File: src/design/fbw_pkg.sv
// Package for the one-bit frame store window writer.
// Holds shared widths, register indexes, reset values and the transaction structs.
// No dependencies.
package fbw_pkg;

   // Field widths fixed by the block's interface.
   localparam int COORD_W = 9;
   localparam int COLOR_W = 16;
   localparam int CSR_INDEX_W = 8;
   localparam int CSR_DATA_W = 16;
   localparam int BYTE_W = 8;
   localparam int BIT_SEL_W = 3;

   // Default frame geometry.
   localparam int FRAME_WIDTH_DEFAULT = 400;
   localparam int FRAME_HEIGHT_DEFAULT = 300;

   // Register reset values.
   localparam logic [COORD_W-1:0] START_X_RESET = 9'd0;
   localparam logic [COORD_W-1:0] START_Y_RESET = 9'd0;
   localparam logic [COORD_W-1:0] END_X_RESET = 9'd399;
   localparam logic [COLOR_W-1:0] THRESHOLD_RESET = 16'd32767;

   // Configuration register indexes.
   typedef enum logic [CSR_INDEX_W-1:0] {
      CSR_WINDOW_START_X = 8'd0,
      CSR_WINDOW_START_Y = 8'd1,
      CSR_WINDOW_END_X = 8'd2,
      CSR_COLOR_THRESHOLD = 8'd3
   } csr_index_type;

   // Access modes of a request.
   typedef enum logic {
      MODE_WRITE = 1'b0,
      MODE_READ = 1'b1
   } mode_type;

   // One pixel access as handed from the cursor unit to the update stage.
   typedef struct packed {
      mode_type mode;
      logic black;
      logic clip;
      logic [BIT_SEL_W-1:0] bit_sel;
   } access_type;

   // One result transaction.
   typedef struct packed {
      logic pixel_bit;
      logic clipped;
   } rsp_type;

endpackage

File: src/design/fbw_if.sv


// Access results.
interface fbw_rsp_if;
   logic valid;
   logic ready;
   logic pixel_bit;
   logic clipped;

   modport source (output valid, output pixel_bit, output clipped, input ready);
   modport sink (input valid, input pixel_bit, input clipped, output ready);
endinterface


File: src/design/fbw_rsp_queue.sv
// Two-entry result queue that separates the update stage from the response channel.
// Depends on fbw_pkg and the response interface in fbw_if.
module fbw_rsp_queue (
   input  logic clock,
   input  logic reset,
   input  logic push,
   input  fbw_pkg::rsp_type push_data,
   output logic [1:0] count,
   output logic pop,
   fbw_rsp_if.source rsp_ch
);

   fbw_pkg::rsp_type entry_ff [2];
   logic rd_ptr_ff, wr_ptr_ff;
   logic [1:0] count_ff;
   fbw_pkg::rsp_type head;

   assign head = entry_ff[rd_ptr_ff];
   assign rsp_ch.valid = (count_ff != 2'd0);
   assign rsp_ch.pixel_bit = head.pixel_bit;
   assign rsp_ch.clipped = head.clipped;
   assign pop = rsp_ch.valid && rsp_ch.ready;
   assign count = count_ff;

   // Pointers and occupancy.
   always_ff @(posedge clock) begin
      if (reset) begin
         rd_ptr_ff <= 1'b0;
         wr_ptr_ff <= 1'b0;
         count_ff <= 2'd0;
      end else begin
         if (push) begin
            wr_ptr_ff <= ~wr_ptr_ff;
         end
         if (pop) begin
            rd_ptr_ff <= ~rd_ptr_ff;
         end
         count_ff <= count_ff + {1'b0, push} - {1'b0, pop};
      end
   end

   // Entry storage.
   always_ff @(posedge clock) begin
      if (push) begin
         entry_ff[wr_ptr_ff] <= push_data;
      end
   end

endmodule

File: src/flat_wrapper.sv
// flat-port wrapper written by rule: the top's interface ports become plain ports
module fbw_rsp_queue_flat 
  (clock, reset, push, push_data, count, pop, rsp_ch_valid, rsp_ch_pixel_bit, rsp_ch_clipped, rsp_ch_ready);
  fbw_rsp_if rsp_ch_i ();
  input  logic clock;
  input  logic reset;
  input  logic push;
  input  fbw_pkg::rsp_type push_data;
  output logic [1:0] count;
  output logic pop;
  output wire logic [$bits(rsp_ch_i.valid)-1:0] rsp_ch_valid;
  output wire logic [$bits(rsp_ch_i.pixel_bit)-1:0] rsp_ch_pixel_bit;
  output wire logic [$bits(rsp_ch_i.clipped)-1:0] rsp_ch_clipped;
  input wire logic [$bits(rsp_ch_i.ready)-1:0] rsp_ch_ready;
  assign rsp_ch_valid = rsp_ch_i.valid;
  assign rsp_ch_pixel_bit = rsp_ch_i.pixel_bit;
  assign rsp_ch_clipped = rsp_ch_i.clipped;
  assign rsp_ch_i.ready = rsp_ch_ready;
  fbw_rsp_queue u_core (.clock(clock), .reset(reset), .push(push), .push_data(push_data), .count(count), .pop(pop), .rsp_ch(rsp_ch_i));
endmodule
File: config.mk
export PLATFORM = sky130hd
export DESIGN_NAME = fbw_rsp_queue_flat
export DESIGN_NICKNAME = d
export VERILOG_FILES = /design/src/design/fbw_pkg.sv /design/src/design/fbw_if.sv /design/src/design/fbw_rsp_queue.sv /design/src/flat_wrapper.sv
export SDC_FILE = /design/constraint.sdc
export NUM_CORES = 1
export LEC_CHECK = 0
export BUFFER_PORTS_ARGS = -buffer_cell sky130_fd_sc_hd__buf_2
export CAP_MARGIN = 5
export CORE_UTILIZATION = 30
export CTS_CLUSTER_SIZE = 20
export DETAILED_ROUTE_END_ITERATION = 6
export PLACE_DENSITY = 0.6
export SETUP_SLACK_MARGIN = 0.1
export SYNTH_ARGS = -nofsm -noshare
export SYNTH_HDL_FRONTEND = slang
export SYNTH_SLANG_ARGS = --single-unit
File: constraint.sdc
create_clock -name clock -period 2.15 [get_ports clock]
set_input_delay 0.1075 -clock clock [delete_from_list [all_inputs] [get_ports clock]]
set_output_delay 0.1075 -clock clock [all_outputs]
set_load 0.05 [all_outputs]
==> results.json <==
{
  "n_antenna_cell": 0,
  "hold_slack_ns": 0.0445,
  "yosysTopAreaCell": "edfxtp_1",
  "maxSlewViolCount": 0,
  "post_cts_buffers": 0,
  "powerDensity_mw_per_mm2": 1520,
  "cpMostUsedCell": "ha_1",
  "slowest_delay_ns": 0.33,
  "drv_cap": 0,
  "synth-edff-count": 4,
  "reg2reg_from": "u_core.count[0]",
  "finalSetupViolCount": 0,
  "cts_max_path_buffers": 2,
  "wl_um": 575,
  "p_comb_share_pct": 51.1,
  "skew_ns": 0.000265,
  "syn_to_final_growth_pct": 24.9,
  "die-area_mm2": 0.00147,
  "synthCells": 28,
  "placed_area_um2": 469,
  "ys.flop_type": "dfxtp_1",
  "worstSetupPathType": "reg2reg",
  "design_area_um2": 495,
  "postCtsHoldBufs": 0,
  "holdCritStartpoint": "push_data[1]",
  "cts_buffers": 3,
  "worst_slew_pin_slew_ns": 0.256,
  "period_minus_slack_ns": 1.38,
  "num_rows": 12,
  "rsz0062_at_grt": "false",
  "yosysTopAreaCellShare_pct": 30.3,
  "dp_slack_ns": 0.767,
  "ctsResizeCount": 0,
  "synth_most_common_cell": "dfxtp_1",
  "synth_common_cells": "dfxtp_1, edfxtp_1, nor2_1",
  "cts-root-buf": "clkbuf_4",
  "drive_above_1_share_pct": 46.5,
  "port_buffers": 11,
  "intPower_mw": 0.434,
  "finalPower_mw": 0.755,
  "layout.cells.non_filler": 57,
  "hold_class": "in2reg",
  "dp_hpwl_um": 474,
  "final_util_pct": 42.3,
  "synthDistinctLibCells": 14,
  "grt_overflow": 0,
  "antenna_found_initial": 0,
  "grt_max_degree": 6,
  "avgRoutedWirePerCell_um": 10.1,
  "drt.antenna.violating_nets": 0,
  "syn_nets": 36,
  "ys_ff_latch": 9,
  "first_iter_violations": 2,
  "drt_pass1_iterations": 2,
  "nets": 52,
  "worstPathMaxFanout": 4,
  "worstPathRequired_ns": 2.30,
  "p_leak_nw": 0.233,
  "slew_headroom_pct": 83.0,
  "grt_pass1_wl_um": 952,
  "n_fill_cell": 109,
  "drc": 0,
  "globalplace.congestion": 0.629,
  "pwr-share-clk_pct": 16.1,
  "grt_pass1_vias": 238,
  "arrival_ns": 1.53,
  "synth_warnings": 0,
  "synth_area_leaders": "edfxtp_1, dfxtp_1, mux2_4, ha_1, mux2_2",
  "clock-sinks": 9,
  "ys_seq_area_share_pct": 55.5,
  "die_x_um": 38.4,
  "fin_crit_sh_pct": 64.2,
  "io_pins": 12,
  "clkTransAtPathRegs_ns": 0.05,
  "syn_avg_cell_area_um2": 14.2,
  "crit_path_start": "u_core.count[0]",
  "placed_cells": 53,
  "switching_share_pct": 42.5,
  "async_reset_ff_share_pct": 0,
  "grt_usage_pct": 10.3,
  "hold_viol_final": 0,
  "fin_setup_tns_ns": 0,
  "route.vias.total": 246,
  "fmax_ghz": 0.724,
  "tritoncts": "built",
  "crit_path_start_kind": "flop",
  "worst_slack_ns": 0.770,
  "status": "finished clean",
  "h-tree-depth": 1,
  "crit_path_cell_trace": "o21a_4 -> ha_1 -> inv_1 -> ha_1 -> and2b_1",
  "seqPwrFrac_pct": 32.8,
  "ir_drop_uv": 594,
  "die_h_um": 38.4,
  "core_mm2": 0.00117,
  "cp_slowest_cell": "dfxtp_1",
  "p_sw_mw": 0.321,
  "crit_path_end_kind": "flop",
  "synth_area_um2": 397,
  "initial_utilization_pct": 33.9,
  "vias_per_cell": 4.32,
  "clkLatencyLatePin_ns": 0.25
}
==> kinds of logic (layout without fill, tap and decap cells) <==
group | Yosys count | after routing | synth area share, %
adders and majority gates | 2 | 2 | 6.31
buffers and inverters | 2 | 17 | 1.89
AOI/OAI and AO/OA | 1 | 1 | 3.78
DFF | 9 | 9 | 55.5
and+or+nand+nor | 8 | 8 | 11.4
muxes | 4 | 4 | 13.2
xor gates and xnor gates | 2 | 2 | 7.89
==> per-layer routing <==
layer / vias to the layer above / global-route usage [%] / wire, um
li1: 124 / - / -
met5: - / 0 / 0
met4: 0 / 2.59 / 0
met1: 114 / 7.75 / 190
met2: 8 / 20.3 / 339
met3: 0 / 6.98 / 45
==> path summary, 6_finish.rpt <==
kind | slack (ns) | end | cells after the start
worst max-delay path | 0.77 | u_core.count[0] | 5
worst min-delay path | 0.04 | u_core.entry_ff[1][1] | 1
worst max register to register | 0.77 | u_core.count[0] | 5
worst min register to register | 0.56 | u_core.wr_ptr_ff | 2
==> cell type report <==
type,count,area (um2),share of cell area (%)
multi-input combinational,17,169,34.1
inverter,2,7.51,1.52
tap,14,17.5,3.54
sequential,9,220,44.4
timing repair buffer,11,55.1,11.1
clock buffer,4,26.3,5.30
==> power groups by stage <==
stage | sequential [mW] | combinational (mW) | clock (mW)
6_report | 0.247 | 0.386 | 0.122
5_1_grt | 0.253 | 0.410 | 0.136
4_1_cts | 0.248 | 0.391 | 0.128
3_5_place_dp | 0.251 | 0.390 | 0
3_3_place_gp | 0.247 | 0.381 | 0
2_1_floorplan | 0.310 | 0.261 | 0
==> cell usage in the layout, fill, tap and decap left out <==
cell type | synthesis | routed
mux2_4 | 2 | 2
inv_1 | 2 | 2
dfxtp_1 | 5 | 5
clkbuf_1 | 0 | 1
nor2_1 | 3 | 3
nor2b_1 | 1 | 1
o21a_4 | 1 | 1
edfxtp_1 | 4 | 4
buf_2 | 0 | 11
xnor2_1 | 1 | 1
clkbuf_4 | 0 | 3
and2_1 | 1 | 1
ha_1 | 2 | 2
mux2_2 | 2 | 2
and2b_1 | 2 | 2
xnor3_1 | 1 | 1
or2_2 | 1 | 1
==> critical path, delay by kind of cell, from the launching register on <==
| kind | cells | cell delay [ns] |
|---|---|---|
| AO/OA/AOI/OAI | 1 | 0.24 |
| adder cells (fa/ha/maj) | 2 | 0.52 |
| buffers and inverters | 1 | 0.03 |
| flip-flops | 1 | 0.33 |
| AND/OR/NAND/NOR | 1 | 0.15 |
Note: power is estimated with default switching activity, not from simulation.
