[src/design/fbw_ram.sv]
// Generic single-write, single-read synchronous RAM with a registered read.
// Reads return the old contents when the same entry is written in that cycle.
// No dependencies.
module fbw_ram #(
   parameter int WIDTH = 8,
   parameter int DEPTH = 16
) (
   input  logic clock,
   input  logic wr_en,
   input  logic [((DEPTH > 1) ? $clog2(DEPTH) : 1)-1:0] wr_addr,
   input  logic [WIDTH-1:0] wr_data,
   input  logic [((DEPTH > 1) ? $clog2(DEPTH) : 1)-1:0] rd_addr,
   output logic [WIDTH-1:0] rd_data
);

   logic [WIDTH-1:0] mem_ff [DEPTH];
   logic [WIDTH-1:0] rd_data_ff;

   // Storage array and registered read port.
   always_ff @(posedge clock) begin
      if (wr_en) begin
         mem_ff[wr_addr] <= wr_data;
      end
      rd_data_ff <= mem_ff[rd_addr];
   end

   assign rd_data = rd_data_ff;

endmodule

[config.mk]
export PLATFORM = sky130hd
export DESIGN_NAME = fbw_ram
export DESIGN_NICKNAME = d
export VERILOG_FILES = /design/src/design/fbw_ram.sv
export SDC_FILE = /design/constraint.sdc
export NUM_CORES = 1
export LEC_CHECK = 0
export BUFFER_PORTS_ARGS = -buffer_cell sky130_fd_sc_hd__buf_4
export CAP_MARGIN = 20
export CORE_MARGIN = 3
export CORE_UTILIZATION = 55
export CTS_CLUSTER_DIAMETER = 60
export DETAILED_ROUTE_END_ITERATION = 7
export GPL_TIMING_DRIVEN = 0
export MAX_ROUTING_LAYER = met4
export PLACE_DENSITY = 0.77
export SLEW_MARGIN = 25
export SYNTH_ARGS = -nofsm -noshare
export SYNTH_HDL_FRONTEND = slang
export SYNTH_SLANG_ARGS = --single-unit
[constraint.sdc]
create_clock -name clock -period 2.72 [get_ports clock]
set_input_delay 0.272 -clock clock [delete_from_list [all_inputs] [get_ports clock]]
set_output_delay 0.272 -clock clock [all_outputs]
set_load 0.005 [all_outputs]
==> flow_summary.yaml, run 1 <==
outcome:
  status: "finished clean"
worst_hold_path:
  whs_endpoint: "mem_ff[5][6]$_DFFE_PP_"
  hold_depth: 1
  hp-start: "wr_data[6]"
  hold_class: "in2reg"
timing:
  maxSlewViolCount: 0
  slew-limit-headroom_pct: 45.8
  min_period_ps: 1450
  timing.hold.ws_ps: 98.0
  tightestPinTransition_ps: 810
  fmax_ghz: 0.691
  grt_setup_unrepaired: "no"
  finalSetupTns_ps: 0
  finClkSkew_ps: 5.73
  final.period_utilization_pct: 53.2
  hold_viol_final: 0
  finalSetupViolCount: 0
clock_tree:
  cts_buffers: 17
  tritoncts: "yes"
  cts_buffer_depth: 2
  holdBufCountCts: 0
  clk_pin_slew_ps: 60
  cts_root_buf: "clkbuf_8"
  ctsResizeCount: 0
  clock_sinks: 136
  cts_max_level: 4
  post_cts_buffers: 0
  clk_latency_ps: 510
job:
  max_cap_viol_count: 0
yosys:
  synth-xor-area-share_pct: 0
  ys_seq_elements: 136
  yosys.area_share.simple_pct: 3.18
  netlist_instances: 229
  yosysUniqueCellTypes: 19
  netlist_top_cells_area: "edfxtp_1, mux4_2, mux4_1, dfxtp_1, a22oi_1"
  synth_compound_area_share_pct: 2.33
  synth_area_um2: 5150
  seq_area_frac_synth_pct: 77.8
  syn_nets: 247
  syn_area_per_cell_um2: 22.5
  yosys.area.top_type: "edfxtp_1"
  ys_warn_count: 0
  synth_fa_ha_area_share_pct: 0
  synth.top_cell.area_share_pct: 74.7
  synth_top_family_by_area: "multiplexers"
  synthMuxAreaShare_pct: 15.0
setup_path:
  cp_top_family: "simple AND/OR/NAND/NOR gates"
  startpoint: "wr_addr[2]"
  cp_slowest_stage_delay_ps: 640
  r2r-end: "rd_data[4]$_DFF_P_"
  crit_buf_inv: 1
  rr_startpoint: "mem_ff[0][4]$_DFFE_PP_"
  crit_arrival_ps: 1580
  cp.required_ps: 2850
  cp-start-kind: "input port"
  end_kind: "flop"
  cp_slowest_cell: "nor2_1"
  worstPathMaxFanout: 8
  crit_chain: "buf_4 > or3b_2 > nor2_1"
  r2r_cells: 3
  r2r_slack_ps: 1340
  crit_type: "in2reg"
detailed_routing:
  via_per_inst: 6.14
  via_count: 2413
  drt_first_iter_violations: 219
  dr.pass1.iters: 4
  antenna_left: 0
  wl_per_cell_um: 24.9
  drcViolationCount: 0
  wl_um: 9790
placed_design:
  gp_congestion: 0.725
  port_buffers: 24
  dp_hpwl_um: 5960
global_route:
  grt_first_pass_wirelength_um: 14700
  grt-ovfl-total: 0
  track_usage_pct: 21.2
  grt_pass1_vias: 2415
  antenna_found_initial: 0
  grt_start_max_net_pins: 17
cells_and_area:
  post-route-util_pct: 68.3
  n_fill_cell: 528
  area_growth_pct: 17.9
  layout_commonest_cell: "edfxtp_1"
  drive_gt1_share_pct: 30.2
  layout_common_cells: "edfxtp_1, buf_4, mux4_2"
  nNetsFinal: 290
  insertedDiodeCount: 0
floorplanning:
  die_h_um: 103
  fp.dieArea_um2: 10600
  rows: 34
  core_um2: 8890
  ios: 26
  start_util_pct: 57.9
  die_w_um: 103
power_and_ir_drop:
  leakagePower_nw: 2.05
  p_per_area_nw_per_um2: 794
  peakVddDrop_v: 0.000393
how the worst max path moves through the flow:
stage / cells after the start / endpoint
global route: 3 / mem_ff[2][6]$_DFFE_PP_
global placement: 3 / mem_ff[0][7]$_DFFE_PP_
detailed placement: 3 / mem_ff[2][4]$_DFFE_PP_
CTS: 3 / mem_ff[2][5]$_DFFE_PP_
floorplan: 2 / mem_ff[0][0]$_DFFE_PP_
finish: 3 / mem_ff[1][3]$_DFFE_PP_
cell usage after synthesis, drive strengths merged:
master         instances
nand2                  9
nand3b                 2
nor3                   4
nand2b                 2
a22oi                 16
nand3                  1
and2b                  1
mux4                  32
or3b                   1
nor2                  13
nor2b                  1
clkdlybuf4s25          3
and2                   1
buf                    7
dfxtp                  8
edfxtp               128
per-stage QoR:
| step | area (µm²) | worst slack, ps | std cells | power (mW) |
|---|---|---|---|---|
| after global placement | 5460 | 397 | 361 | 2.62 |
| final | 6070 | 1270 | 393 | 4.82 |
| after global routing | 6070 | 1190 | 393 | 4.96 |
| after detailed placement | 5480 | 746 | 361 | 2.64 |
| after floorplan | 5150 | 955 | 229 | 2.52 |
| after CTS | 6070 | 1280 | 393 | 4.84 |
cell type report:
type,count,area [µm²],share of cell area (%)
flip-flops and latches,136,4000,66.0
multi-input cells,83,1080,17.8
clock buffers,19,432,7.11
repair buffers,24,180,2.97
clock inverters,13,154,2.54
well taps,108,135,2.23
plain buffers,10,86.3,1.42
routing by layer:
metal	up-vias	global-route usage, %	routed length, µm
met5	-	-	0
li1	1061	-	-
met1	1247	30.1	4380
met3	13	3.86	496
met4	0	9.06	201
met2	92	30.7	4720
state kept, by name (all words and copies together), names as in the netlist:
| name | flops |
|---|---|
| mem_ff | 128 |
| rd_data | 8 |
worst reg2reg max path, delay by kind of cell, from the launching register on:
kind | cells | cell delay (ps)
flip-flops | 1 | 390
AO/OA/AOI/OAI | 1 | 280
multiplexers | 1 | 470
AND/OR/NAND/NOR | 1 | 110
kinds of logic (layout without fill, tap and decap cells):
kind of cell / count (synthesis) / count (layout)
AND/OR/NAND/NOR: 35 / 35
multiplexers: 32 / 32
buffers and inverters: 10 / 66
flip-flops: 136 / 136
AO/OA/AOI/OAI: 16 / 16
where the power goes:
group | internal, mW | leakage [nW] | switching (mW) | total (mW)
logic | 0.107 | 0.539 | 0.130 | 0.237
clock network | 1.41 | 0.283 | 0.814 | 2.23
registers | 2.34 | 1.22 | 0.0118 | 2.36
No activity file was read; power rests on OpenSTA's default activity.
==> inputs of run 2 (changes only) <==
ABC_AREA = 1   (was not set)
PLACE_DENSITY = 0.79   (was 0.77)
clock period = 1.33 ns   (was 2.72 ns; I/O delays follow)
==> run 2 against run 1 <==
Sequential share of layout area shrank 6.7 points. Power up 110%. Worst hold slack lost 61 ps. Clock skew rose by 0.59 ps. Sequential cell count unchanged. Clock power grew 100%. Largest power group unchanged. Via count is 68% higher. Area after synthesis is 12% higher. First-iteration DRC count is 120% higher. Count of clock-buffer cells in the layout grew 9. Register-to-register slack worse by 1100 ps. Critical path depth decreased by 2. Critical path type is now reg2out.
==> flow_summary.yaml, run 2 <==
power_and_ir_drop:
  leakagePower_nw: 2.95
  p_sw_share_pct: 20.9
  p_per_area_nw_per_um2: 1490
  power.total_mw: 10.0
  pwr-share-seq_pct: 48.0
  p_int_mw: 7.93
  power.net_switching_mw: 2.10
  combPwrFrac_pct: 6.7
  peakVddDrop_v: 0.000931
  p_clk_share_pct: 45.3
yosys:
  yosys.area.top_type: "edfxtp_1"
  synth_ff_type: "edfxtp_1"
  synth_area_um2: 5770
  yosysUniqueCellTypes: 12
  async_flop_share_pct: 0
  synth.top_cell.area_share_pct: 66.7
  netlist_instances: 551
  netlist_top_cells_count: "nand2_1, edfxtp_1, inv_1"
  synth.most_common_cell: "nand2_1"
  syn_area_per_cell_um2: 10.5
  seq_area_frac_synth_pct: 69.4
  netlist_top_cells_area: "edfxtp_1, nand2_1, nand3_1, inv_1, dfxtp_1"
  syn_nets: 569
  synth_edf_count: 128
  ys_seq_elements: 136
  ys_warn_count: 0
timing:
  finalSetupViolCount: 0
  tightestPinTransition_ps: 855
  final.period_utilization_pct: 81.8
  hold_viol_final: 0
  fmax_ghz: 0.919
  min_period_ps: 1090
  maxSlewViolCount: 0
  timing.hold.ws_ps: 36.9
  slew-limit-headroom_pct: 42.8
  finClkSkew_ps: 6.32
  grt_setup_unrepaired: "no"
detailed_routing:
  via_count: 4050
  dr.pass1.iters: 5
  wl_per_cell_um: 18.8
  wl_um: 14000
  via_per_inst: 5.43
  drcViolationCount: 0
  drt_first_iter_violations: 491
  antenna_left: 0
worst_hold_path:
  hold_class: "in2reg"
  hold_depth: 4
  hp-start: "rd_addr[2]"
global_route:
  grt_pass1_vias: 4020
  grt-ovfl-total: 0
  antenna_found_initial: 0
  grt_start_max_net_pins: 17
  grt_first_pass_wirelength_um: 21800
  track_usage_pct: 26.8
setup_path:
  startpoint: "rd_data[0]$_DFF_P_"
  cp-start-kind: "flop"
  crit_chain: "buf_4"
  cp_slowest_cell: "dfxtp_1"
  crit_type: "reg2out"
  cp_slowest_stage_delay_ps: 300
  crit_buf_inv: 1
  cp.required_ps: 1200
  r2r_cells: 6
  rr_startpoint: "mem_ff[11][4]$_DFFE_PP_"
  worstPathMaxFanout: 1
  cp.depth: 1
  crit_arrival_ps: 950
  cp_top_family: "flip-flops"
  end_kind: "output pin"
placed_design:
  gp_congestion: 0.961
  port_buffers: 22
  dp_hpwl_um: 9020
  place_inst: 706
outcome:
  status: "finished clean"
clock_tree:
  cts_max_level: 4
  cts_buffers: 17
  clk_pin_slew_ps: 50
  cts_buffer_depth: 2
  tritoncts: "yes"
  clk_latency_ps: 530
  post_cts_buffers: 0
  cts_root_buf: "clkbuf_8"
  clock_sinks: 136
floorplanning:
  rows: 36
  start_util_pct: 57.7
  core_um2: 10000
  die_w_um: 108
  fp.dieArea_um2: 11700
  die_h_um: 108
  ios: 26
cells_and_area:
  drive_gt1_share_pct: 11.9
  area_growth_pct: 17.1
  layout_common_cells: "nand2_1, edfxtp_1, inv_1"
  layout_commonest_cell: "nand2_1"
  largest_reg_flops: 128
  post-route-util_pct: 67.5
  top_register: "mem_ff"
  insertedDiodeCount: 0
  fin_cells: 746
  nNetsFinal: 618
job:
  max_cap_viol_count: 0
==> run 2: cell count changes after synthesis, sizes merged, moves of 16 or more <==
cell,delta
a22oi,-16
nand3,+96
inv,+102
buf,+17
mux4,-32
nand2,+164
==> run 2: cells by family (layout without fill, tap and decap cells) <==
logic type | count (synthesis) | in the layout | synth area share (%)
and+or+nand+nor | 289 | 289 | 21.0
buffers and inverters | 126 | 188 | 9.52
DFF | 136 | 136 | 69.4
==> run 2: per-layer routing <==
layer	up-vias	global-route usage (%)	routed length (µm)
met5	-	-	0
met4	0	8.75	313
met3	35	5.43	1360
met2	235	41.1	6700
met1	1906	36.5	5630
li1	1874	-	-
==> run 2: final cells by class <==
| class | instances | area (µm²) |
|---|---|---|
| buffer | 24 | 166 |
| clock buffer | 28 | 505 |
| clock inverter | 4 | 70.1 |
| fill | 726 | 3250 |
| inverter | 102 | 383 |
| multi-input combinational | 289 | 1210 |
| sequential | 136 | 4000 |
| tap | 133 | 166 |
| timing repair buffer | 30 | 245 |
==> run 2: worst paths after layout <==
check | end | slack [ps]
worst min-delay path | rd_data[5]$_DFF_P_ | 40
worst max register to register | rd_data[4]$_DFF_P_ | 270
worst max-delay path | rd_data[0] | 240
worst min register to register | rd_data[3]$_DFF_P_ | 710
==> run 2: per-stage QoR <==
stage | TNS (ps) | worst slack (ps) | instance area [µm²]
global route | 0 | 188 | 6750
finish | 0 | 242 | 6750
detailed placement | -22580 | -265 | 6100
floorplan | 0 | 246 | 5770
CTS | 0 | 231 | 6750
global placement | -15900 | -173 | 6100
==> run 2: power by group through the flow <==
stage                     sequential [mW]  clock (mW)  combinational (mW)
final                                4.82        4.54               0.672
after global routing                 4.83        4.74               0.731
after CTS                            4.82        4.54               0.661
after detailed placement             4.91           0               0.632
after global placement               4.90           0               0.614
after floorplan                      4.91           0               0.338
==> run 2: timing repair <==
action                                 CTS  global route
gates resized for setup                  0             0
hold buffers                             8             0
endpoints found under the hold margin  128             0
