==> src/design/fbw_pkg.sv <==
// Package for the one-bit frame store window writer.
// Holds shared widths, register indexes, reset values and the transaction structs.
// No dependencies.
package fbw_pkg;

   // Field widths fixed by the block's interface.
   localparam int COORD_W = 9;
   localparam int COLOR_W = 16;
   localparam int CSR_INDEX_W = 8;
   localparam int CSR_DATA_W = 16;
   localparam int BYTE_W = 8;
   localparam int BIT_SEL_W = 3;

   // Default frame geometry.
   localparam int FRAME_WIDTH_DEFAULT = 400;
   localparam int FRAME_HEIGHT_DEFAULT = 300;

   // Register reset values.
   localparam logic [COORD_W-1:0] START_X_RESET = 9'd0;
   localparam logic [COORD_W-1:0] START_Y_RESET = 9'd0;
   localparam logic [COORD_W-1:0] END_X_RESET = 9'd399;
   localparam logic [COLOR_W-1:0] THRESHOLD_RESET = 16'd32767;

   // Configuration register indexes.
   typedef enum logic [CSR_INDEX_W-1:0] {
      CSR_WINDOW_START_X = 8'd0,
      CSR_WINDOW_START_Y = 8'd1,
      CSR_WINDOW_END_X = 8'd2,
      CSR_COLOR_THRESHOLD = 8'd3
   } csr_index_type;

   // Access modes of a request.
   typedef enum logic {
      MODE_WRITE = 1'b0,
      MODE_READ = 1'b1
   } mode_type;

   // One pixel access as handed from the cursor unit to the update stage.
   typedef struct packed {
      mode_type mode;
      logic black;
      logic clip;
      logic [BIT_SEL_W-1:0] bit_sel;
   } access_type;

   // One result transaction.
   typedef struct packed {
      logic pixel_bit;
      logic clipped;
   } rsp_type;

endpackage

==> src/design/fbw_rmw.sv <==
// Read-modify-write stage of the frame store, with write forwarding and the
// post-reset clearing sweep. Depends on fbw_pkg.
module fbw_rmw #(
   parameter int FRAME_WIDTH = fbw_pkg::FRAME_WIDTH_DEFAULT,
   parameter int FRAME_HEIGHT = fbw_pkg::FRAME_HEIGHT_DEFAULT,
   parameter int ADDR_W = 15
) (
   input  logic clock,
   input  logic reset,
   input  logic accept,
   input  fbw_pkg::access_type access,
   input  logic [ADDR_W-1:0] addr,
   input  logic [fbw_pkg::BYTE_W-1:0] ram_rd_data,
   output logic ram_wr_en,
   output logic [ADDR_W-1:0] ram_wr_addr,
   output logic [fbw_pkg::BYTE_W-1:0] ram_wr_data,
   output logic clearing,
   output logic push,
   output fbw_pkg::rsp_type push_data
);

   localparam int STORE_BYTES = ((FRAME_WIDTH + 7) / 8) * FRAME_HEIGHT;
   localparam logic [ADDR_W-1:0] LAST_ADDR = ADDR_W'(STORE_BYTES - 1);

   logic clear_ff;
   logic [ADDR_W-1:0] clear_addr_ff;
   logic s1_valid_ff;
   fbw_pkg::access_type s1_acc_ff;
   logic [ADDR_W-1:0] s1_addr_ff;
   logic fwd_valid_ff;
   logic [ADDR_W-1:0] fwd_addr_ff;
   logic [fbw_pkg::BYTE_W-1:0] fwd_data_ff;
   logic [fbw_pkg::BYTE_W-1:0] cur_byte, new_byte, mask;
   logic do_write;

   // Clearing sweep: one byte per cycle after reset.
   always_ff @(posedge clock) begin
      if (reset) begin
         clear_ff <= 1'b1;
         clear_addr_ff <= '0;
      end else if (clear_ff) begin
         clear_addr_ff <= clear_addr_ff + 1'b1;
         if (clear_addr_ff == LAST_ADDR) begin
            clear_ff <= 1'b0;
         end
      end
   end

   assign clearing = clear_ff;

   // Access held while the RAM read completes.
   always_ff @(posedge clock) begin
      if (reset) begin
         s1_valid_ff <= 1'b0;
      end else begin
         s1_valid_ff <= accept;
      end
      s1_acc_ff <= access;
      s1_addr_ff <= addr;
   end

   // Use the byte written last cycle when the RAM read raced with it.
   always_comb begin
      cur_byte = (fwd_valid_ff && (fwd_addr_ff == s1_addr_ff)) ? fwd_data_ff : ram_rd_data;
      mask = 8'h80 >> s1_acc_ff.bit_sel;
      new_byte = s1_acc_ff.black ? (cur_byte | mask) : (cur_byte & ~mask);
      do_write = s1_valid_ff && (s1_acc_ff.mode == fbw_pkg::MODE_WRITE) && !s1_acc_ff.clip;
   end

   // Write port shared between the sweep and pixel updates.
   always_comb begin
      if (clear_ff) begin
         ram_wr_en = 1'b1;
         ram_wr_addr = clear_addr_ff;
         ram_wr_data = '0;
      end else begin
         ram_wr_en = do_write;
         ram_wr_addr = s1_addr_ff;
         ram_wr_data = new_byte;
      end
   end

   always_ff @(posedge clock) begin
      if (reset) begin
         fwd_valid_ff <= 1'b0;
      end else begin
         fwd_valid_ff <= do_write && !clear_ff;
      end
      fwd_addr_ff <= s1_addr_ff;
      fwd_data_ff <= new_byte;
   end

   // Result of the access.
   always_comb begin
      push = s1_valid_ff;
      push_data.clipped = s1_acc_ff.clip;
      if (s1_acc_ff.clip) begin
         push_data.pixel_bit = 1'b0;
      end else if (s1_acc_ff.mode == fbw_pkg::MODE_WRITE) begin
         push_data.pixel_bit = s1_acc_ff.black;
      end else begin
         push_data.pixel_bit = |(cur_byte & mask);
      end
   end

endmodule

==> config.mk <==
export PLATFORM = sky130hd
export DESIGN_NAME = fbw_rmw
export DESIGN_NICKNAME = d
export VERILOG_FILES = /design/src/design/fbw_pkg.sv /design/src/design/fbw_rmw.sv
export SDC_FILE = /design/constraint.sdc
export NUM_CORES = 1
export LEC_CHECK = 0
export ABC_AREA = 1
export BUFFER_PORTS_ARGS = -buffer_cell sky130_fd_sc_hd__buf_2
export CAP_MARGIN = 20
export CELL_PAD_IN_SITES_DETAIL_PLACEMENT = 0
export CELL_PAD_IN_SITES_GLOBAL_PLACEMENT = 1
export CORE_ASPECT_RATIO = 1.75
export CORE_MARGIN = 5
export CORE_UTILIZATION = 31
export DETAILED_ROUTE_END_ITERATION = 7
export PLACE_DENSITY_LB_ADDON = 0.1
export SKIP_CTS_REPAIR_TIMING = 1
export SLEW_MARGIN = 0
export SYNTH_ARGS = -nofsm -noshare
export SYNTH_HDL_FRONTEND = slang
export SYNTH_SLANG_ARGS = --single-unit
==> constraint.sdc <==
create_clock -name clock -period 2 [get_ports clock]
set_input_delay 0.1 -clock clock [delete_from_list [all_inputs] [get_ports clock]]
set_output_delay 0.1 -clock clock [all_outputs]
set_load 0.01 [all_outputs]
==> flow_metrics.env, run 1 <==
export IMPL_hold_viol_final=0
export IMPL_vdd_drop_max_mv=0.528
export IMPL_h_tree_depth=3
export IMPL_ys_flop_type="dfxtp_1"
export IMPL_yosysTopAreaCell="dfxtp_1"
export IMPL_min_path_cells=2
export IMPL_start_util_pct=31.7
export IMPL_regToRegSetupSlack_ns=0.24
export IMPL_synth_cell_type_count=29
export IMPL_final_setup_viol_count=9
export IMPL_max_cap_violations=0
export IMPL_fin_tns_setup_ns=-0.846
export IMPL_critPathMaxFanout=8
export IMPL_r2r_cells=10
export IMPL_core_um2=8310
export IMPL_netSwitchingFraction_pct=21.6
export IMPL_row_count=44
export IMPL_grt_antenna_before_repair=0
export IMPL_relSlewSlack_pct=67.5
export IMPL_dieHeight_um=132
export IMPL_netlist_area_leader_share_pct=47.2
export IMPL_routedWlPerCell_um=12.5
export IMPL_grt_overflow_total=0
export IMPL_ys_ff_latch=62
export IMPL_vias=2516
export IMPL_cts_root_buf="clkbuf_16"
export IMPL_synth_most_common_cell="nand2_1"
export IMPL_synth_nets=401
export IMPL_p_int_mw=2.63
export IMPL_grt_pass1_wl_um=11200
export IMPL_cp_start_kind="flip-flop"
export IMPL_post_drt_via_cell_ratio=4.35
export IMPL_grt_usage_pct=14.1
export IMPL_fin_crit_sh_pct=110
export IMPL_p_leak_nw=1.86
export IMPL_detail_route_antenna_nets=0
export IMPL_yosys_top_cells_area="dfxtp_1 (47%), nand2_1 (15%), inv_1 (9.1%), nor2_1 (5.3%), o21ai_0 (5.1%)"
export IMPL_fmax_mhz=455
export IMPL_ys_warn_count=0
export IMPL_ys_top_cells_by_count="nand2_1 (103), inv_1 (64), dfxtp_1 (62)"
export IMPL_end_kind="primary output"
export IMPL_netlist_area_um2=2630
export IMPL_routabilityCongestion=0.768
export IMPL_crit_required_ns=1.90
export IMPL_clk_pin_slew_ns=0.05
export IMPL_yosysSeqAreaShare_pct=47.2
export IMPL_tightest_slew_ns=0.483
export IMPL_postSynthAreaPerCell_um2=7.15
export IMPL_clock_skew_ns=0.00556
export IMPL_num_antenna_cells=0
export IMPL_portBuffers=59
export IMPL_die_area_um2=10500
export IMPL_setup_ws_ns=-0.199
export IMPL_nets=492
export IMPL_drc=0
export IMPL_async_flop_share_pct=0
export IMPL_violations="negative setup slack"
export IMPL_grt_start_max_net_pins=43
export IMPL_seq_power_share_pct=39.7
export IMPL_switching_power_mw=0.724
export IMPL_fin_crit_ns=2.20
export IMPL_drt_pass1_iterations=4
export IMPL_tritoncts="built"
export IMPL_grt_pass1_vias=2383
export IMPL_cts_path_max_buffers=2
export IMPL_die_x_um=79.6
export IMPL_crit_type="flip-flop to primary output"
export IMPL_total_power_mw=3.36
export IMPL_clock_sinks=62
export IMPL_syn2layout_area_growth_pct=42.6
export IMPL_drt_iter0_drc=94
export IMPL_power_frac_comb_pct=7.1
export IMPL_powerDensity_nw_per_um2=895
export IMPL_rsz0062_at_grt="yes"
export IMPL_pin_count=60
export IMPL_drv_slew=0
export IMPL_outcome="finished, violations left"
export IMPL_clock_power_share_pct=53.2
export IMPL_dp_hpwl_um=5450
export IMPL_netlist_instances=368
export IMPL_hp_class="primary input to flip-flop"
export IMPL_arrival_ns=2.10
export IMPL_wl_um=7250
export IMPL_clk_insertion_delay_late_ns=0.33
export IMPL_cts_buffers_inserted=9
export IMPL_synth_edf_count=0
export IMPL_drive_gt1_share_pct=30.6
[final cells by class]
type / count / area (µm²)
clock buffers: 9 / 225
clock inverters: 7 / 123
fillers: 884 / 4560
inverters: 65 / 244
multi-input cells: 233 / 1180
flip-flops and latches: 62 / 1260
well taps: 115 / 144
repair buffers: 88 / 568
[per-stage QoR]
| step | utilization (%) | instance area, µm² | hold WS (ns) | setup slack [ns] | std cells |
|---|---|---|---|---|---|
| floorplan | - | 2630 | 0.128 | 0.440 | 368 |
| global placement | 36.7 | 3050 | 0.202 | 0.0574 | 536 |
| detailed placement | 36.7 | 3050 | 0.204 | -0.000195 | 536 |
| CTS | 40.9 | 3400 | -0.147 | -0.366 | 552 |
| global route | 45.1 | 3750 | 0.116 | -0.370 | 579 |
| finish | 45.1 | 3750 | 0.0948 | -0.199 | 579 |
[cells in the final DEF (no fill, tap or decap), types with 9 or more instances in the layout]
| master | count |
|---|---|
| a21oi_1 | 9 |
| buf_2 | 59 |
| clkbuf_16 | 9 |
| dfxtp_1 | 44 |
| dfxtp_2 | 18 |
| dlygate4sd3_1 | 22 |
| inv_1 | 58 |
| nand2_1 | 89 |
| nand2_2 | 14 |
| nand3_1 | 13 |
| nor2_1 | 32 |
| nor3_1 | 11 |
| o21ai_0 | 23 |
[power by group through the flow]
stage / logic (mW) / registers (mW) / clock network [mW]
finish: 0.238 / 1.33 / 1.79
global route: 0.274 / 1.34 / 1.88
CTS: 0.190 / 1.33 / 1.84
detailed placement: 0.189 / 1.35 / 0
global placement: 0.188 / 1.35 / 0
floorplan: 0.116 / 1.35 / 0
[kinds of logic (layout without fill, tap and decap cells)]
family | count (synthesis) | after routing | synth area share, %
AND/OR/NAND/NOR | 188 | 188 | 32.9
buffers and inverters | 73 | 169 | 10.6
flip-flops | 62 | 62 | 47.2
AO/OA/AOI/OAI | 43 | 43 | 8.56
adder cells (fa/ha/maj) | 1 | 1 | 0.475
XOR/XNOR | 1 | 1 | 0.333
[worst max-delay path, cell delays in order, from the launching register on]
cell and delay [ns]:
dfxtp_2 0.33, inv_1 0.04, nand2_1 0.05, nand2_1 0.06, nor2_2 0.13, nand2_2 0.10
nor2_4 0.23, nand2_4 0.16, nand2_2 0.11, nand2_2 0.06, o21ai_2 0.14, nor2_2 0.06
a21oi_1 0.15, buf_2 0.15
[sequential cells by signal, summed over array words and instances, names as in the netlist]
signal,count
push,1
push_data,1
fwd_addr_ff,15
fwd_data_ff,8
fwd_valid_ff,1
clearing,1
clear_addr_ff,15
s1_addr_ff,15
s1_acc_ff,5
[per-layer routing]
metal	track usage, %	vias up	share of wire (%)	wire length (µm)
met1	13.8	1127	38	2730
met5	0	-	0	0
met4	8.13	0	2.8	204
li1	-	1322	-	-
met3	3.01	14	3.8	272
met2	26.1	53	56	4040
[final timing paths]
path | start | end
setup reg to reg | clear_addr_ff[0] | clear_addr_ff[12]
hold reg to reg | s1_addr_ff[9] | fwd_addr_ff[9]
setup / recovery | fwd_addr_ff[4] | push_data[1]
hold / removal | reset | clear_addr_ff[14]
No activity file was read; power rests on OpenSTA's default activity.
==> run 2: changes to the inputs <==
clock period = 2.3 ns   (was 2 ns; I/O delays follow)
==> flow_metrics.env, run 2 (synthesis results as in run 1) <==
export IMPL_p_leak_nw=1.83
export IMPL_grt_usage_pct=14.3
export IMPL_core_um2=8310
export IMPL_num_antenna_cells=0
export IMPL_cts_path_max_buffers=2
export IMPL_dieHeight_um=132
export IMPL_placed_cell_area_um2=3040
export IMPL_hp_class="primary input to flip-flop"
export IMPL_fin_crit_sh_pct=94.0
export IMPL_final_common_cell="nand2_1"
export IMPL_drive_gt1_share_pct=20.6
export IMPL_tightest_slew_ns=0.434
export IMPL_switching_power_mw=0.585
export IMPL_grt_overflow_total=0
export IMPL_critPathMaxFanout=5
export IMPL_hold_viol_final=0
export IMPL_cp_start_kind="flip-flop"
export IMPL_nets=490
export IMPL_dp_hpwl_um=5570
export IMPL_total_power_mw=2.84
export IMPL_vdd_drop_max_mv=0.353
export IMPL_outcome="complete, no violations"
export IMPL_fill_cells=881
export IMPL_syn2layout_area_growth_pct=38.2
export IMPL_post_drt_via_cell_ratio=4.22
export IMPL_row_count=44
export IMPL_die_x_um=79.6
export IMPL_vias=2437
export IMPL_top_regs="clear_addr_ff (15), fwd_addr_ff (15), s1_addr_ff (15)"
export IMPL_max_cap_violations=0
export IMPL_relSlewSlack_pct=70.9
export IMPL_drv_slew=0
export IMPL_cts_root_buf="clkbuf_16"
export IMPL_setup_ws_ns=0.137
export IMPL_die_area_um2=10500
export IMPL_final_cell_mix="nand2_1 (102), inv_1 (64), dfxtp_1 (62), buf_2 (59), nor2_1 (36)"
export IMPL_final_setup_viol_count=0
export IMPL_netSwitchingFraction_pct=20.6
export IMPL_powerDensity_nw_per_um2=780
export IMPL_seq_power_share_pct=40.8
export IMPL_finish_utilization_pct=43.8
export IMPL_power_frac_comb_pct=6.6
export IMPL_clock_skew_ns=0.00581
export IMPL_fmax_mhz=462
export IMPL_clk_insertion_delay_late_ns=0.32
export IMPL_p_int_mw=2.25
export IMPL_clk_pin_slew_ns=0.05
export IMPL_pin_count=60
export IMPL_end_kind="primary output"
export IMPL_fin_crit_ns=2.16
export IMPL_portBuffers=59
export IMPL_start_util_pct=31.7
export IMPL_drt_iter0_drc=100
export IMPL_h_tree_depth=3
export IMPL_design_area_um2=3640
export IMPL_grt_pass1_vias=2335
export IMPL_drc=0
export IMPL_crit_required_ns=2.18
export IMPL_arrival_ns=2.05
export IMPL_rsz0062_at_grt="yes"
export IMPL_clock_sinks=62
export IMPL_crit_type="flip-flop to primary output"
export IMPL_grt_start_max_net_pins=43
export IMPL_dp_slack_ns=0.339
export IMPL_clock_power_share_pct=52.5
export IMPL_detail_route_antenna_nets=0
export IMPL_grt_antenna_before_repair=0
export IMPL_grt_pass1_wl_um=11200
export IMPL_routabilityCongestion=0.830
export IMPL_cts_buffers_inserted=9
export IMPL_hold_slack_ns=0.112
export IMPL_drt_pass1_iterations=4
export IMPL_tritoncts="built"
export IMPL_routedWlPerCell_um=12.7
export IMPL_wl_um=7310
-- run 2: critical path, cell delays in order, from the launching register on --
cell and delay, ns:
dfxtp_1 0.33, inv_1 0.06, nand2_1 0.05, nand2_1 0.05, nor2_1 0.10, nand2_1 0.12, nor2_4 0.17, buf_4 0.15
nand3b_1 0.10, nand3_1 0.10, o21ai_1 0.06, nor2_1 0.19, a21oi_1 0.09, buf_2 0.14
-- run 2: power by group through the flow --
stage          registers [mW]  clock network [mW]  logic, mW
2_1_floorplan            1.17                   0      0.101
3_3_place_gp             1.18                   0      0.160
3_5_place_dp             1.18                   0      0.160
4_1_cts                  1.16                1.53      0.161
5_1_grt                  1.16                1.59      0.216
6_report                 1.16                1.49      0.188
-- run 2: through the flow --
step                      cells  TNS (ns)
final                       577         0
after global routing        577    -0.121
after floorplan             368         0
after detailed placement    535         0
after global placement      535         0
after CTS                   551   -0.0198
-- run 2: final timing paths --
check,start,endpoint,slack [ns],cells after the start
hold / removal,reset,push,0.11,2
setup reg to reg,clear_addr_ff[1],clear_addr_ff[12],0.46,10
setup / recovery,s1_addr_ff[11],push_data[1],0.14,13
hold reg to reg,s1_addr_ff[9],fwd_addr_ff[9],0.36,0
-- run 2: metal layers --
metal	wire [µm]	global-route usage, %	share of wire [%]	up-vias
li1	-	-	-	1312
met1	2700	13.9	37	1066
met2	4160	26.6	57	50
met3	280	3.63	3.8	9
met4	172	7.84	2.4	0
met5	0	0	0	-
-- run 2: layout make-up --
type / count / area (µm²) / share of cell area [%]
clock buffer: 13 / 270 / 7.43
clock inverter: 3 / 65.1 / 1.79
inverter: 65 / 244 / 6.71
multi-input combinational: 233 / 1120 / 30.8
sequential: 62 / 1240 / 34.1
tap: 115 / 144 / 3.96
timing repair buffer: 86 / 553 / 15.2
==> run 3: changes to the inputs <==
clock period = 2.4 ns   (was 2.3 ns; I/O delays follow)
==> flow_metrics.env, run 3 (synthesis results as in run 1) <==
export IMPL_rsz0062_at_grt="no"
export IMPL_top_regs="clear_addr_ff (15), fwd_addr_ff (15), s1_addr_ff (15)"
export IMPL_detail_route_antenna_nets=0
export IMPL_clock_sinks=62
export IMPL_cts_path_max_buffers=2
export IMPL_cts_root_buf="clkbuf_16"
export IMPL_routedWlPerCell_um=12.5
export IMPL_cts_buffers_inserted=9
export IMPL_syn2layout_area_growth_pct=36.0
export IMPL_critPathMostFrequentCell="nand2_1"
export IMPL_clk_insertion_delay_late_ns=0.32
export IMPL_clock_skew_ns=0.00581
export IMPL_final_cell_mix="nand2_1 (103), inv_1 (64), dfxtp_1 (62), buf_2 (59), nor2_1 (37)"
export IMPL_crit_required_ns=2.28
export IMPL_cpMaxStageDelayCell="dfxtp_1"
export IMPL_fin_crit_sh_pct=91.7
export IMPL_dieHeight_um=132
export IMPL_die_x_um=79.6
export IMPL_tightest_slew_ns=0.496
export IMPL_final_common_cell="nand2_1"
export IMPL_drc=0
export IMPL_critPathMaxFanout=6
export IMPL_cp_num_buf_inv=3
export IMPL_finish_utilization_pct=43.0
export IMPL_wl_um=7180
export IMPL_hp_class="primary input to flip-flop"
export IMPL_max_stage_delay_ns=0.34
export IMPL_grt_start_max_net_pins=43
export IMPL_fin_tns_setup_ns=0
export IMPL_row_count=44
export IMPL_fmax_mhz=454
export IMPL_tritoncts="built"
export IMPL_post_drt_via_cell_ratio=4.23
export IMPL_crit_type="flip-flop to primary output"
export IMPL_grt_pass1_wl_um=11300
export IMPL_drt_pass1_iterations=4
export IMPL_relSlewSlack_pct=66.7
export IMPL_core_um2=8310
export IMPL_total_power_mw=2.55
export IMPL_die_area_um2=10500
export IMPL_cp_start_kind="flip-flop"
export IMPL_critPathTopFamily="simple AND/OR/NAND/NOR gates"
export IMPL_routabilityCongestion=0.836
export IMPL_design_area_um2=3580
export IMPL_outcome="complete, no violations"
export IMPL_pin_count=60
export IMPL_grt_overflow_total=0
export IMPL_clk_pin_slew_ns=0.05
export IMPL_powerDensity_nw_per_um2=711
export IMPL_h_tree_depth=3
export IMPL_hold_viol_final=0
export IMPL_p_leak_nw=1.80
export IMPL_grt_usage_pct=14.3
export IMPL_drv_slew=0
export IMPL_fin_crit_ns=2.20
export IMPL_arrival_ns=2.08
export IMPL_grt_antenna_before_repair=0
export IMPL_placed_cell_area_um2=3040
export IMPL_grt_pass1_vias=2343
export IMPL_crit_chain="inv_1 -> nand2_1 -> nand2_1 -> nor2_1 -> nand2_1 -> nor2_4 -> buf_4 -> nand3b_1 -> nand3_1 -> nand3_1 -> nor2_1 -> a21oi_1 -> buf_2"
export IMPL_max_cap_violations=0
export IMPL_dp_hpwl_um=5600
export IMPL_start_util_pct=31.7
export IMPL_vias=2429
export IMPL_final_setup_viol_count=0
export IMPL_drt_iter0_drc=71
export IMPL_nets=488
export IMPL_num_antenna_cells=0
export IMPL_drive_gt1_share_pct=19.6
export IMPL_end_kind="primary output"
export IMPL_portBuffers=59
export IMPL_vdd_drop_max_mv=0.379
-- run 3: cell count changes in the layout (fill, tap and decap cells not counted) --
cell	change
buf_12	+1
buf_4	-2
bufinv_16	-1
clkbuf_8	-2
clkinv_2	+1
clkinvlp_4	+1
dlygate4sd3_1	-1
nand2_1	+1
nand2_2	-1
nor2_1	+1
nor2_2	-1
o21ai_0	+1
o21ai_2	-1
-- run 3: worst paths after layout --
| check | endpoint | startpoint | cells after the start | slack [ns] |
|---|---|---|---|---|
| min reg2reg | fwd_addr_ff[9] | s1_addr_ff[9] | 0 | 0.36 |
| min | push | accept | 3 | 0.004 |
| max reg2reg | clear_addr_ff[12] | clear_addr_ff[1] | 10 | 0.59 |
| max | push_data[1] | s1_addr_ff[10] | 13 | 0.20 |
-- run 3: worst min-delay path, cell delays in order --
cell	delay, ns
buf_2	0.08
inv_1	0.03
nor2_1	0.06
-- run 3: where the power goes --
part | leakage (nW) | internal (mW) | total, mW | switching [mW]
sequential | 0.517 | 1.08 | 1.11 | 0.0311
combinational | 1.14 | 0.0857 | 0.176 | 0.0900
clock | 0.141 | 0.821 | 1.26 | 0.438
-- run 3: layout make-up --
cell class / count / area [µm²]
clock inverter: 4 / 47.5
tap: 115 / 144
timing repair buffer: 84 / 548
fill: 884 / 4730
sequential: 62 / 1240
clock buffer: 11 / 243
multi-input combinational: 233 / 1110
inverter: 65 / 244
-- run 3: stage by stage --
stage	cells	setup WS [ns]	hold WS (ns)
floorplan	368	0.840	0.148
global placement	535	0.468	0.222
detailed placement	535	0.471	0.224
CTS	550	0.107	-0.116
global route	574	0.0284	0.0158
finish	574	0.199	0.00390
-- run 3: routing by layer --
layer  part of all wire, %  vias to the layer above  wire (µm)  GRT usage (%)
met5                     0                        -          0              0
met4                   3.1                        0        225           7.84
met3                   4.2                       12        304           3.49
met2                    56                       47       4030           26.7
met1                    36                     1067       2620           13.7
li1                      -                     1303          -              -
